**config.mk**
```make
export PLATFORM = sky130hd
export DESIGN_NAME = band_minmax_stretch_adaptive_offset_flat
export DESIGN_NICKNAME = d
export VERILOG_FILES = /design/src/design/bmsao_pkg.sv /design/src/design/bmsao_req_if.sv /design/src/design/bmsao_rsp_if.sv /design/src/design/bmsao_ram.sv /design/src/design/band_minmax_stretch_adaptive_offset.sv /design/src/flat_wrapper.sv
export SDC_FILE = /design/constraint.sdc
export NUM_CORES = 2
export LEC_CHECK = 0
export BUFFER_PORTS_ARGS = -buffer_cell sky130_fd_sc_hd__buf_2
export CAP_MARGIN = 20
export CORE_ASPECT_RATIO = 0.75
export CORE_MARGIN = 4
export CORE_UTILIZATION = 55
export DETAILED_ROUTE_END_ITERATION = 8
export PLACE_DENSITY = 0.71
export SLEW_MARGIN = 20
export SYNTH_ARGS = -nofsm -noshare
export SYNTH_HDL_FRONTEND = slang
export SYNTH_SLANG_ARGS = --single-unit
```
**constraint.sdc**
```tcl
create_clock -name clock -period 11.8 [get_ports clock]
set_clock_uncertainty 0.15 [all_clocks]
set_input_delay 2.36 -clock clock [delete_from_list [all_inputs] [get_ports clock]]
set_output_delay 2.36 -clock clock [all_outputs]
set_load 0.005 [all_outputs]
```
**src/design/bmsao_pkg.sv**
```systemverilog
// Package: widths, codes and state type for the band min/max stretch block.
`timescale 1ns / 1ps
`default_nettype none
package bmsao_pkg;
   localparam int BANDS      = 64;
   localparam int COUNT_BITS = 32;
   localparam int BAND_AW    = (BANDS > 1) ? $clog2(BANDS) : 1;
   localparam int SUM_W      = 40;
   localparam int NUM_W      = SUM_W + 15;
   localparam int DEN_W      = COUNT_BITS + 8;
   localparam int DCNT_W     = $clog2(NUM_W);
   localparam int CSR_IDX_W  = 1;
   localparam int CSR_W      = 16;
   localparam logic [15:0] ONE_Q15 = 16'd32768;

   localparam logic [1:0] CMD_CLEAR   = 2'd0;
   localparam logic [1:0] CMD_ACCUM   = 2'd1;
   localparam logic [1:0] CMD_FINISH  = 2'd2;
   localparam logic [1:0] CMD_ENHANCE = 2'd3;

   localparam logic [CSR_IDX_W-1:0] REG_OFFSET_GAIN = 1'd0;
   localparam logic [CSR_IDX_W-1:0] REG_BRIGHT_THR  = 1'd1;

   typedef enum logic [2:0] {
      ST_IDLE, ST_READ, ST_ENH_MUL, ST_ENH_DIV, ST_ENH_OUT,
      ST_MEAN_DIV, ST_OFS_MUL, ST_OFS_DIV
   } state_type;
endpackage
`default_nettype wire

```
**src/design/bmsao_req_if.sv**
```systemverilog
// Input channel interface: command, band and sample words.
`timescale 1ns / 1ps
`default_nettype none
interface bmsao_req_if;
   logic       valid;
   logic       ready;
   logic [1:0] command;
   logic [5:0] band;
   logic [7:0] sample;
   modport source (output valid, command, band, sample, input ready);
   modport sink   (input valid, command, band, sample, output ready);
endinterface
`default_nettype wire

```
**src/design/bmsao_rsp_if.sv**
```systemverilog
// Result channel interface: enhanced value and band words.
`timescale 1ns / 1ps
`default_nettype none
interface bmsao_rsp_if;
   logic        valid;
   logic        ready;
   logic [15:0] enhanced;
   logic [5:0]  out_band;
   modport source (output valid, enhanced, out_band, input ready);
   modport sink   (input valid, enhanced, out_band, output ready);
endinterface
`default_nettype wire

```
**src/design/bmsao_ram.sv**
```systemverilog
// Generic single-port-write, registered-read RAM.
`timescale 1ns / 1ps
`default_nettype none
module bmsao_ram #(
   parameter int WIDTH = 16,
   parameter int DEPTH = 64,
   parameter int AW    = (DEPTH > 1) ? $clog2(DEPTH) : 1
) (
   input  wire logic             clock,
   input  wire logic             wr_en,
   input  wire logic [AW-1:0]    wr_addr,
   input  wire logic [WIDTH-1:0] wr_data,
   input  wire logic             rd_en,
   input  wire logic [AW-1:0]    rd_addr,
   output logic      [WIDTH-1:0] rd_data
);
   logic [WIDTH-1:0] mem [DEPTH];

   always_ff @(posedge clock) begin
      if (wr_en) begin
         mem[wr_addr] <= wr_data;
      end
      if (rd_en) begin
         rd_data <= mem[rd_addr];
      end
   end
endmodule
`default_nettype wire

```
**src/design/band_minmax_stretch_adaptive_offset.sv**
```systemverilog
// Top level: per-band min/max contrast stretch with adaptive brightness offset.
//
//  channel  | dir | handshake         | word
//  req_ch   | in  | valid/ready       | command, band, sample
//  rsp_ch   | out | valid/ready       | enhanced, out_band
//  csr_*    | in  | write enable only | index, 16-bit data
//
// One item at a time. Clear acts at once. Accumulate reads the RAM, then writes back.
// Enhance reads, then runs the shared bit-serial divider when the band has a range
// and the scaled value is positive, then hands off the output. Finish, with a nonzero
// count and threshold, divides for the mean, then for the offset if below threshold.
// Reset clears the band valid bits at once, so no clearing pass is needed.
// A waiting result does not block input; only the next enhance waits for it.
`timescale 1ns / 1ps
`default_nettype none
module band_minmax_stretch_adaptive_offset
   import bmsao_pkg::*;
(
   input  wire logic                 clock,
   input  wire logic                 reset,
   bmsao_req_if.sink                 req_ch,
   bmsao_rsp_if.source               rsp_ch,
   input  wire logic                 csr_we,
   input  wire logic [CSR_IDX_W-1:0] csr_index,
   input  wire logic [CSR_W-1:0]     csr_wdata
);
   state_type state_ff, state_in;

   logic [1:0]         cmd_ff;
   logic [5:0]         band_ff;
   logic [7:0]         sample_ff;
   logic [BANDS-1:0]   bvalid_ff, bvalid_in;
   logic [SUM_W-1:0]   sum_ff, sum_in;
   logic [COUNT_BITS-1:0] count_ff, count_in;
   logic [15:0]        offset_ff, offset_in;
   logic [15:0]        gain_ff, thr_ff;
   logic [15:0]        mean_ff, mean_in;
   logic [8:0]         vlo_ff, vlo_in;     // sample - low, signed
   logic [7:0]         diff_ff, diff_in;   // high - low
   logic [15:0]        res_ff, res_in;
   logic               rv_ff, rv_in;
   logic [15:0]        enh_ff, enh_in;
   logic [5:0]         oband_ff, oband_in;

   logic [NUM_W-1:0]   quo_ff, quo_in;
   logic [DEN_W-1:0]   rem_ff, rem_in, den_ff, den_in;
   logic [DCNT_W-1:0]  dcnt_ff, dcnt_in;
   logic [DEN_W:0]     trial;
   logic [NUM_W-1:0]   quo_step;
   logic [DEN_W-1:0]   rem_step;
   logic               div_last;

   logic               ram_we;
   logic [15:0]        ram_wdata, ram_rdata;
   logic               req_fire, band_ok;
   logic [7:0]         lo, hi, nlo, nhi;
   logic [SUM_W:0]     sum_add;
   logic signed [26:0] enh_num;
   logic [31:0]        ofs_prod;

   assign req_fire     = req_ch.valid && req_ch.ready;
   assign req_ch.ready = (state_ff == ST_IDLE);
   assign band_ok      = int'(band_ff) < BANDS;

   bmsao_ram #(.WIDTH(16), .DEPTH(BANDS)) u_band_ram (
      .clock   (clock),
      .wr_en   (ram_we),
      .wr_addr (BAND_AW'(band_ff)),
      .wr_data (ram_wdata),
      .rd_en   (req_fire),
      .rd_addr (BAND_AW'(req_ch.band)),
      .rd_data (ram_rdata)
   );

   // an entry never written since clear reads as low 255, high 0
   assign lo  = bvalid_ff[BAND_AW'(band_ff)] ? ram_rdata[15:8] : 8'd255;
   assign hi  = bvalid_ff[BAND_AW'(band_ff)] ? ram_rdata[7:0]  : 8'd0;
   assign nlo = (sample_ff < lo) ? sample_ff : lo;
   assign nhi = (sample_ff > hi) ? sample_ff : hi;
   assign ram_wdata = {nlo, nhi};
   assign ram_we    = (state_ff == ST_READ) && (cmd_ff == CMD_ACCUM) && band_ok;

   assign sum_add = {1'b0, sum_ff} + {{(SUM_W-7){1'b0}}, sample_ff};

   // restoring divider step, one quotient bit per cycle
   assign trial    = {rem_ff, quo_ff[NUM_W-1]};
   assign rem_step = (trial >= {1'b0, den_ff}) ? DEN_W'(trial - {1'b0, den_ff})
                                               : trial[DEN_W-1:0];
   assign quo_step = {quo_ff[NUM_W-2:0], (trial >= {1'b0, den_ff})};
   assign div_last = (dcnt_ff == DCNT_W'(NUM_W - 1));

   assign enh_num  = 27'(signed'({{18{vlo_ff[8]}}, vlo_ff}) <<< 15)
                   + signed'({3'b0, 24'(offset_ff * diff_ff)});
   assign ofs_prod = gain_ff * (thr_ff - mean_ff);

   // next state
   always_comb begin
      state_in = state_ff;
      case (state_ff)
         ST_IDLE: begin
            if (req_fire) begin
               case (req_ch.command)
                  CMD_ACCUM, CMD_ENHANCE: state_in = ST_READ;
                  CMD_FINISH: begin
                     if (count_ff != '0 && thr_ff != '0) state_in = ST_MEAN_DIV;
                  end
                  default: state_in = ST_IDLE;
               endcase
            end
         end
         ST_READ: begin
            if (cmd_ff == CMD_ENHANCE) begin
               state_in = (band_ok && hi > lo) ? ST_ENH_MUL : ST_ENH_OUT;
            end else begin
               state_in = ST_IDLE;
            end
         end
         ST_ENH_MUL:  state_in = (enh_num > 0) ? ST_ENH_DIV : ST_ENH_OUT;
         ST_ENH_DIV:  if (div_last) state_in = ST_ENH_OUT;
         ST_ENH_OUT:  if (!rv_ff || rsp_ch.ready) state_in = ST_IDLE;
         ST_MEAN_DIV: begin
            if (div_last) begin
               state_in = (quo_step >= NUM_W'(thr_ff)) ? ST_IDLE : ST_OFS_MUL;
            end
         end
         ST_OFS_MUL:  state_in = ST_OFS_DIV;
         ST_OFS_DIV:  if (div_last) state_in = ST_IDLE;
         default:     state_in = ST_IDLE;
      endcase
   end

   // datapath
   always_comb begin
      bvalid_in = bvalid_ff;
      sum_in    = sum_ff;
      count_in  = count_ff;
      offset_in = offset_ff;
      mean_in   = mean_ff;
      vlo_in    = vlo_ff;
      diff_in   = diff_ff;
      res_in    = res_ff;
      quo_in    = quo_ff;
      rem_in    = rem_ff;
      den_in    = den_ff;
      dcnt_in   = dcnt_ff;
      rv_in     = rv_ff && !rsp_ch.ready;
      enh_in    = enh_ff;
      oband_in  = oband_ff;
      case (state_ff)
         ST_IDLE: begin
            if (req_fire) begin
               if (req_ch.command == CMD_CLEAR) begin
                  bvalid_in = '0;
                  sum_in    = '0;
                  count_in  = '0;
               end else if (req_ch.command == CMD_FINISH) begin
                  offset_in = '0;
                  quo_in    = NUM_W'({sum_ff, 15'd0});
                  rem_in    = '0;
                  den_in    = DEN_W'({count_ff, 8'd0} - {8'd0, count_ff});
                  dcnt_in   = '0;
               end
            end
         end
         ST_READ: begin
            if (ram_we) begin
               bvalid_in[BAND_AW'(band_ff)] = 1'b1;
               sum_in   = sum_add[SUM_W] ? {SUM_W{1'b1}} : sum_add[SUM_W-1:0];
               count_in = (&count_ff) ? count_ff : count_ff + 1'b1;
            end
            vlo_in  = {1'b0, sample_ff} - {1'b0, lo};
            diff_in = hi - lo;
            res_in  = (offset_ff > ONE_Q15) ? ONE_Q15 : offset_ff;
         end
         ST_ENH_MUL: begin
            res_in  = '0;
            quo_in  = NUM_W'(unsigned'(enh_num));
            rem_in  = '0;
            den_in  = DEN_W'(diff_ff);
            dcnt_in = '0;
         end
         ST_ENH_DIV, ST_MEAN_DIV, ST_OFS_DIV: begin
            quo_in  = quo_step;
            rem_in  = rem_step;
            dcnt_in = dcnt_ff + 1'b1;
            if (div_last) begin
               if (state_ff == ST_ENH_DIV) begin
                  res_in = (quo_step > NUM_W'(ONE_Q15)) ? ONE_Q15 : quo_step[15:0];
               end else if (state_ff == ST_MEAN_DIV) begin
                  mean_in = quo_step[15:0];
               end else begin
                  offset_in = quo_step[15:0];
               end
            end
         end
         ST_OFS_MUL: begin
            quo_in  = NUM_W'(ofs_prod);
            rem_in  = '0;
            den_in  = DEN_W'(thr_ff);
            dcnt_in = '0;
         end
         ST_ENH_OUT: begin
            if (!rv_ff || rsp_ch.ready) begin
               rv_in    = 1'b1;
               enh_in   = res_ff;
               oband_in = band_ff;
            end
         end
         default: ;
      endcase
   end

   always_ff @(posedge clock) begin
      if (reset) begin
         state_ff  <= ST_IDLE;
         bvalid_ff <= '0;
         sum_ff    <= '0;
         count_ff  <= '0;
         offset_ff <= '0;
         gain_ff   <= 16'd3277;
         thr_ff    <= 16'd16384;
         rv_ff     <= 1'b0;
      end else begin
         state_ff  <= state_in;
         bvalid_ff <= bvalid_in;
         sum_ff    <= sum_in;
         count_ff  <= count_in;
         offset_ff <= offset_in;
         rv_ff     <= rv_in;
         if (csr_we) begin
            case (csr_index)
               REG_OFFSET_GAIN: gain_ff <= csr_wdata;
               REG_BRIGHT_THR:  thr_ff  <= csr_wdata;
               default: ;
            endcase
         end
      end
   end

   always_ff @(posedge clock) begin
      if (req_fire) begin
         cmd_ff    <= req_ch.command;
         band_ff   <= req_ch.band;
         sample_ff <= req_ch.sample;
      end
      mean_ff  <= mean_in;
      vlo_ff   <= vlo_in;
      diff_ff  <= diff_in;
      res_ff   <= res_in;
      quo_ff   <= quo_in;
      rem_ff   <= rem_in;
      den_ff   <= den_in;
      dcnt_ff  <= dcnt_in;
      enh_ff   <= enh_in;
      oband_ff <= oband_in;
   end

   assign rsp_ch.valid    = rv_ff;
   assign rsp_ch.enhanced = enh_ff;
   assign rsp_ch.out_band = oband_ff;
endmodule
`default_nettype wire
```
**src/flat_wrapper.sv**
```systemverilog
// flat-port wrapper written by rule: the top's interface ports become plain ports
module band_minmax_stretch_adaptive_offset_flat import bmsao_pkg::*;
  (clock, reset, csr_we, csr_index, csr_wdata, req_ch_valid, req_ch_command, req_ch_band, req_ch_sample, req_ch_ready, rsp_ch_valid, rsp_ch_enhanced, rsp_ch_out_band, rsp_ch_ready);
  bmsao_req_if req_ch_i ();
  bmsao_rsp_if rsp_ch_i ();
  input  wire logic clock;
  input  wire logic reset;
  input  wire logic csr_we;
  input  wire logic [CSR_IDX_W-1:0] csr_index;
  input  wire logic [CSR_W-1:0] csr_wdata;
  input wire logic [$bits(req_ch_i.valid)-1:0] req_ch_valid;
  input wire logic [$bits(req_ch_i.command)-1:0] req_ch_command;
  input wire logic [$bits(req_ch_i.band)-1:0] req_ch_band;
  input wire logic [$bits(req_ch_i.sample)-1:0] req_ch_sample;
  output wire logic [$bits(req_ch_i.ready)-1:0] req_ch_ready;
  output wire logic [$bits(rsp_ch_i.valid)-1:0] rsp_ch_valid;
  output wire logic [$bits(rsp_ch_i.enhanced)-1:0] rsp_ch_enhanced;
  output wire logic [$bits(rsp_ch_i.out_band)-1:0] rsp_ch_out_band;
  input wire logic [$bits(rsp_ch_i.ready)-1:0] rsp_ch_ready;
  assign req_ch_i.valid = req_ch_valid;
  assign req_ch_i.command = req_ch_command;
  assign req_ch_i.band = req_ch_band;
  assign req_ch_i.sample = req_ch_sample;
  assign req_ch_ready = req_ch_i.ready;
  assign rsp_ch_valid = rsp_ch_i.valid;
  assign rsp_ch_enhanced = rsp_ch_i.enhanced;
  assign rsp_ch_out_band = rsp_ch_i.out_band;
  assign rsp_ch_i.ready = rsp_ch_ready;
  band_minmax_stretch_adaptive_offset u_core (.clock(clock), .reset(reset), .req_ch(req_ch_i), .rsp_ch(rsp_ch_i), .csr_we(csr_we), .csr_index(csr_index), .csr_wdata(csr_wdata));
endmodule
```
Yosys cells after proc, flatten, opt, wreduce, memory -nomap -nowiden

Memories as Yosys holds them, arrays and structs flattened. A register that Yosys moved wholly into a read port is not among the register bits.
Index checks and enable logic that the tools add are counted.

Word-level logic and storage cells: 175
RAM bits: 1,024
Register bits: 416
Memories kept: 1
Bits of input ports: 38

Memory list:

| name                  | words | bits a word | rd ports | clocked after Yosys merged registers in | write ports | line            | RTL |
|---|---|---|---|---|---|---|---|
| u_core.u_band_ram.mem | 64    | 16          | 1        | 1                                       | 1           | bmsao_ram.sv:17 | `logic [WIDTH-1:0] mem [DEPTH];` |

Reductions and logical operators: 34
Multiplexer cells: 67
Bitwise gates (word level): 3
Order comparisons: 10
Multipliers: 2
$add $sub $neg: 9
Eq/ne operators: 28

Operators by type and width:

| cell                  | number |
|---|---|
| $mux 40               | 11 |
| $pmux 40 s3           | 2 |
| $pmux 55 s4           | 1 |
| $mux 64               | 3 |
| $mux 55               | 3 |
| $mux 16               | 10 |
| $mux 32               | 4 |
| $pmux 64 s2           | 1 |
| $pmux 40 s2           | 1 |
| $or 64x64->64         | 1 |
| $pmux 32 s2           | 1 |
| $ge 55x16->1          | 1 |
| $gt 55x16->1 const B  | 1 |
| $pmux 16 s3           | 1 |
| $add 40x8->41         | 1 |
| $ge 41x40->1          | 1 |
| $sub 40x32->40        | 1 |
| $sub 40x40->40        | 1 |
| $add 32x1->32 const B | 1 |
| $mul 16x32->32        | 1 |
| $mux 8                | 4 |
| $pmux 16 s2           | 1 |
| $reduce_and 32->1     | 1 |
| $reduce_bool 32->1    | 1 |
| other kinds (47)      | 99 |

Depth between registers and ports, before layout

Word-level depth: 7
Depth in mapped cells: 35
Mapped depth without buffers: 34

Cells and area by module

Synthesis repeated with hierarchy kept, for this count alone.

Cell total of the unflattened synthesis: 6,040
Area total of the unflattened synthesis: 77,320.4 µm²

Modules (own cells, without submodules):

| module                              | seq. area each (µm²) | area each (µm²) | instances | cells an instance |
|---|---|---|---|---|
| bmsao_ram                           | 31,230.0             | 40,233.6        | 1         | 1,835 |
| band_minmax_stretch_adaptive_offset | 10,610.2             | 37,086.8        | 1         | 4,205 |

Worst setup path after synthesis

OpenSTA, ideal clock, no wires.

Path type: flip-flop to flip-flop
Start: register u_core.thr_ff[0]
End: register u_core.quo_ff[30], data pin
Arrival time: 8,016 ps
Stages on the path, launching flop included: 31
Slack: 3,369 ps
Period minus slack after synthesis: 8,431 ps
Buffers on the path: 1
Required time: 11,384 ps
Path through: dfxtp_1 inv_1 ha_1 fa_1 nor2b_1 o31a_1 or4_1 nand4_1 a31oi_1 a211o_1 a21oi_1 clkbuf_1 nand2_1 fa_1 inv_1 fa_1 fa_1 fa_1 fa_1 inv_1 fa_1 inv_1 ha_1 nand2_1 nor3_1 a22o_1 o41ai_1 o2111ai_1 a21oi_1 xor2_1 o21ai_0

Cells in the longest elaborated chain, start to end: 3

RTL lines:

| what                        | line                                       | RTL |
|---|---|---|
| start: declaration          | band_minmax_stretch_adaptive_offset.sv:36  | `logic [15:0] gain_ff, thr_ff;` |
| start signal: assignment    | band_minmax_stretch_adaptive_offset.sv:233 | `REG_BRIGHT_THR: thr_ff <= csr_wdata;` |
| $sub 16x16->17              | band_minmax_stretch_adaptive_offset.sv:94  | `assign ofs_prod = gain_ff * (thr_ff - mean_ff);` |
| $mul 16x32->32              | band_minmax_stretch_adaptive_offset.sv:94  |  |
| $pmux 55 s4                 | band_minmax_stretch_adaptive_offset.sv:149 | `case (state_ff)` |
| named net u_core.quo_in[30] | band_minmax_stretch_adaptive_offset.sv:45  | `logic [NUM_W-1:0] quo_ff, quo_in;` |
| end signal: assignment      | band_minmax_stretch_adaptive_offset.sv:250 | `quo_ff <= quo_in;` |
| end: declaration            | band_minmax_stretch_adaptive_offset.sv:45  |  |

The timed path passes the listed nets, and every way through them passes these cells.
A chain may end at the register's enable or synchronous reset.

Worst setup path after layout

Start: register u_core.mean_ff[1]
End: register u_core.quo_ff[30], data pin

Cells in the longest elaborated chain, start to end: 3

RTL lines:

| what                        | line                                       | RTL |
|---|---|---|
| start: declaration          | band_minmax_stretch_adaptive_offset.sv:37  | `logic [15:0] mean_ff, mean_in;` |
| start signal: assignment    | band_minmax_stretch_adaptive_offset.sv:246 | `mean_ff <= mean_in;` |
| $sub 16x16->17              | band_minmax_stretch_adaptive_offset.sv:94  |  |
| $mul 16x32->32              | band_minmax_stretch_adaptive_offset.sv:94  |  |
| $pmux 55 s4                 | band_minmax_stretch_adaptive_offset.sv:149 |  |
| named net u_core.quo_in[30] | band_minmax_stretch_adaptive_offset.sv:45  |  |

The timed path passes the listed nets, and every way through them passes these cells.

==> impl_results.md <==
* Status: completed
* CP startpoint kind: flip-flop
* Placed inst area at ~0.08 sq mm
* Post-route cell area at approximately 0.085 sq mm
* Lkg Pwr at 31.3 nW
* Minimum clock period at 9.86 ns
* Port-buffer cells at 61
* Final setup fails at 0
* Hold Path Cell Cnt at 0
* Fin nets at around 6,500
* Critical-path top delay cell: a2111oi_0
* Commonest cells after routing, fill and taps aside: edfxtp_1, inv_1, nor2_1
* ANT nets after route at 0
* DRC Markers at 0
* Pre-antenna DRT Iters at 5
* DR WL/cell at between 20 and 30 microns
* Worst Hold End: u_core.rsp_ch.enhanced[5]
* # rows at approximately 120
* Crit end category: flip-flop
* Gr usage total at a little over a quarter
* Synth unique cells at around 110
* Die area at approximately 0.15 sq mm
* Combinational family with the most area after synthesis: adder cells
* Crit-path max cell delay at around 0.76 ns
* Worst r2r dst: u_core.quo_ff[30]
* Number of flops mapped to enable cells by yosys at 1,268
* Post-CTS sizing at 0
* Critical Path RT at ~12 ns
* First-pass GRT wire length at 301,000 microns
* Critical Path Start: u_core.mean_ff[1]
* Critical Path AT at about 10 ns
* Syn nets at between 6,000 and 7,000
* Vias at slightly below 50,000
* Die X at between 400 and 500 microns
* Post-CTS Setup Inserts at 0
* Sequential Area at about 0.042 sq mm
* Share of cells above drive strength 1 at roughly 14%
* Die Ht at 333 microns
* Pwr per Cell Area at approximately 220 mW/mm^2
* Largest net degree at the start of global routing at approximately 120
* TritonCTS clock tree: done
* Hold_sp: u_core.res_ff[5]
* Clock sink total at 1,456
* Reported max-cap violation count at 0
* R2R Setup Slk at about 1.9 ns
* Clock latency on the worst-skew pair at roughly 0.78 ns
* F_max at about 0.10 GHz
* CTS Buf Count at roughly 140
* Final Cycle Share at between 80% and 90%
* Synth Area in Compound Gates at 7.01%
* Reg2Reg Depth at 32
* FFs w/ async S/R, synth at 0%
* Post-Syn Area per Cell at 13.4 sq um
* Hold Vio Cnt, Final at 0
* Ys Warns at 0
* Clk pin slew, worst setup/hold paths at ~0.06 ns
* Most common cell after layout, fill and taps aside: edfxtp_1
* Clk buf depth at 3
* Final Slew Violations at 0
* Post-synthesis cell count at 5,799
* Worst-path maximum fanout at 16
* Most frequent CP cell: fa_1
* Synth Flop Type: edfxtp_1
* RD Place Congestion at around 0.96
* Vias per inst at approximately 6.2
* Post-synthesis sequential area ratio at between 50% and 60%
* Post-Synth Adder-Cell Area at 13.4%
* CTS H-tree depth at 4
* Total congestion overflow at 0
* XOR/XNOR Fraction of Synth Area at under 10%
* Initial DRC count at between 6,000 and 7,000
* Hold-fix buffers, CTS at 0
* WL final at around 200,000 microns
* Area of the core at 0.139 sq mm
* HPWL after detailed placement at 131,000 microns
* Synth Register Bits at between 1,000 and 1,500
* Hold Path Class: reg -> reg
* Max transition margin at 20.4%
* Worst-Margin Slew at 1.19 ns
* Area growth, synth to finish at 9.57%
* Simple-gate portion of the synthesized area at under 10%
* Mapped cell area at 0.0774 sq mm
* Crit Path Category: reg -> reg
* Maximum vdd drop at ~0.60 mV
* Fillers at about 10,000
* IO Count at slightly above 60
* Vias in the first global route at ~47,000
* Area of the multi-input gates at 0.0327 sq mm
* Mux contribution to synthesized area at around a tenth
* Setup TNS at 0 ns
* Initial antenna violation count at 8
* Root Driver: clkbuf_16
* RSZ-0062 raised after global routing: false
* Reg-to-Reg Start: u_core.mean_ff[1]
* Initial Utilization at a little under three fifths
[area by class of cell]
type,instances,area share [%]
Clock buffer,188,4.56
Inverter,585,2.59
Antenna cell,2,0.00590
Clock inverter,62,0.668
Sequential cell,1456,49.3
Timing Repair Buffer,197,1.65
Multi-Input combinational cell,3489,38.5
Tap cell,1860,2.74
[where the power goes]
part | switching [W] | total (W) | leakage, nW | internal [W]
Sequential | 0.000201 | 0.00632 | 13.1 | 0.00612
Combinational | 0.00492 | 0.00814 | 16.0 | 0.00322
Clock | 0.00196 | 0.00440 | 2.17 | 0.00244
Total | 0.00708 | 0.0189 | 31.3 | 0.0118
[per-stage QoR]
stage	util (%)	total power [W]	setup slack, ns	cells	hold WS [ns]
6_report	61.1	0.0189	1.94	7839	0.268
3_5_place_dp	57.9	0.0144	1.97	7586	0.255
3_3_place_gp	57.9	0.0142	2.16	7586	0.256
2_1_floorplan	-	0.0125	3.37	5799	0.250
5_1_grt	61.1	0.0201	1.28	7837	0.270
4_1_cts	61.1	0.0188	1.94	7836	0.267
[how the worst max path moves through the flow]
stage	to	slack (ns)	cells after the start
4_1_cts	u_core.quo_ff[30]	1.94	32
3_5_place_dp	u_core.quo_ff[30]	1.97	32
6_report	u_core.quo_ff[30]	1.94	32
2_1_floorplan	u_core.quo_ff[30]	3.37	30
3_3_place_gp	u_core.quo_ff[30]	2.16	32
5_1_grt	u_core.quo_ff[30]	1.28	32
[state kept, by name (all words and copies together), names as in the netlist, 8 cells and up]
name                       cells
u_core.bvalid_ff              64
u_core.quo_ff                 55
u_core.res_ff                 16
u_core.gain_ff                16
u_core.den_ff                 40
u_core.vlo_ff                  9
u_core.u_band_ram.rd_data     16
u_core.sum_ff                 40
u_core.sample_ff               8
u_core.thr_ff                 16
u_core.mean_ff                16
u_core.count_ff               32
u_core.u_band_ram.mem       1024
u_core.offset_ff              16
u_core.diff_ff                 8
u_core.rem_ff                 40
u_core.rsp_ch.enhanced        16
[logic make-up (layout without fill, tap and decap cells)]
| logic type | count (synthesis) | count (layout) |
|---|---|---|
| DFF | 1456 | 1456 |
| adders and majority gates | 612 | 612 |
| xor gates and xnor gates | 186 | 186 |
| buffers and inverters | 854 | 1032 |
| and+or+nand+nor | 1462 | 1462 |
| AOI/OAI and AO/OA | 862 | 862 |
| other | 0 | 2 |
| muxes | 367 | 367 |
[cell usage after synthesis (9+ instances only)]
master | n | area, sq um
a21o_1 | 61 | 458
a211oi_1 | 25 | 188
nor4_1 | 29 | 181
inv_1 | 585 | 2200
a22oi_1 | 25 | 188
and2_1 | 197 | 1230
mux4_2 | 336 | 7570
nand2b_1 | 34 | 213
and3_1 | 22 | 138
nand2_1 | 420 | 1580
xor2_1 | 55 | 482
a221oi_1 | 11 | 96.3
dfxtp_1 | 188 | 3760
nor2_1 | 439 | 1650
ha_1 | 252 | 3150
clkbuf_1 | 196 | 736
fa_1 | 360 | 7210
nand3_1 | 71 | 355
nor2b_1 | 55 | 344
a41oi_1 | 9 | 78.8
o211ai_1 | 13 | 97.6
and4_1 | 9 | 78.8
xnor2_1 | 131 | 1150
o21a_1 | 24 | 180
a311oi_1 | 11 | 96.3
o21ai_0 | 186 | 931
nand4_1 | 37 | 231
nor3_1 | 57 | 285
buf_2 | 17 | 85.1
a22o_1 | 34 | 298
o21bai_1 | 23 | 173
buf_1 | 45 | 169
o31ai_1 | 10 | 75.1
a31oi_1 | 28 | 175
edfxtp_1 | 1268 | 38100
a21oi_1 | 308 | 1540
mux2i_1 | 30 | 300
nand3b_1 | 14 | 105
or3_1 | 15 | 93.8
or2_2 | 10 | 62.6
[layer usage]
metal / part of all wire, % / GRT usage, %
met1: 43 / 43.1
met2: 42 / 37.4
met3: 13 / 7.60
met4: 2.0 / 6.09
met5: 0.014 / 0
[critical path, delay by kind of cell, from the launching register on]
kind | cells | cell delay, ns
and+or+nand+nor | 4 | 0.74
DFF | 1 | 0.42
AOI/OAI and AO/OA | 14 | 4.22
adders and majority gates | 8 | 3.62
buffers and inverters | 5 | 0.28
xor gates and xnor gates | 1 | 0.15
Note: power is estimated with default switching activity, not from simulation.
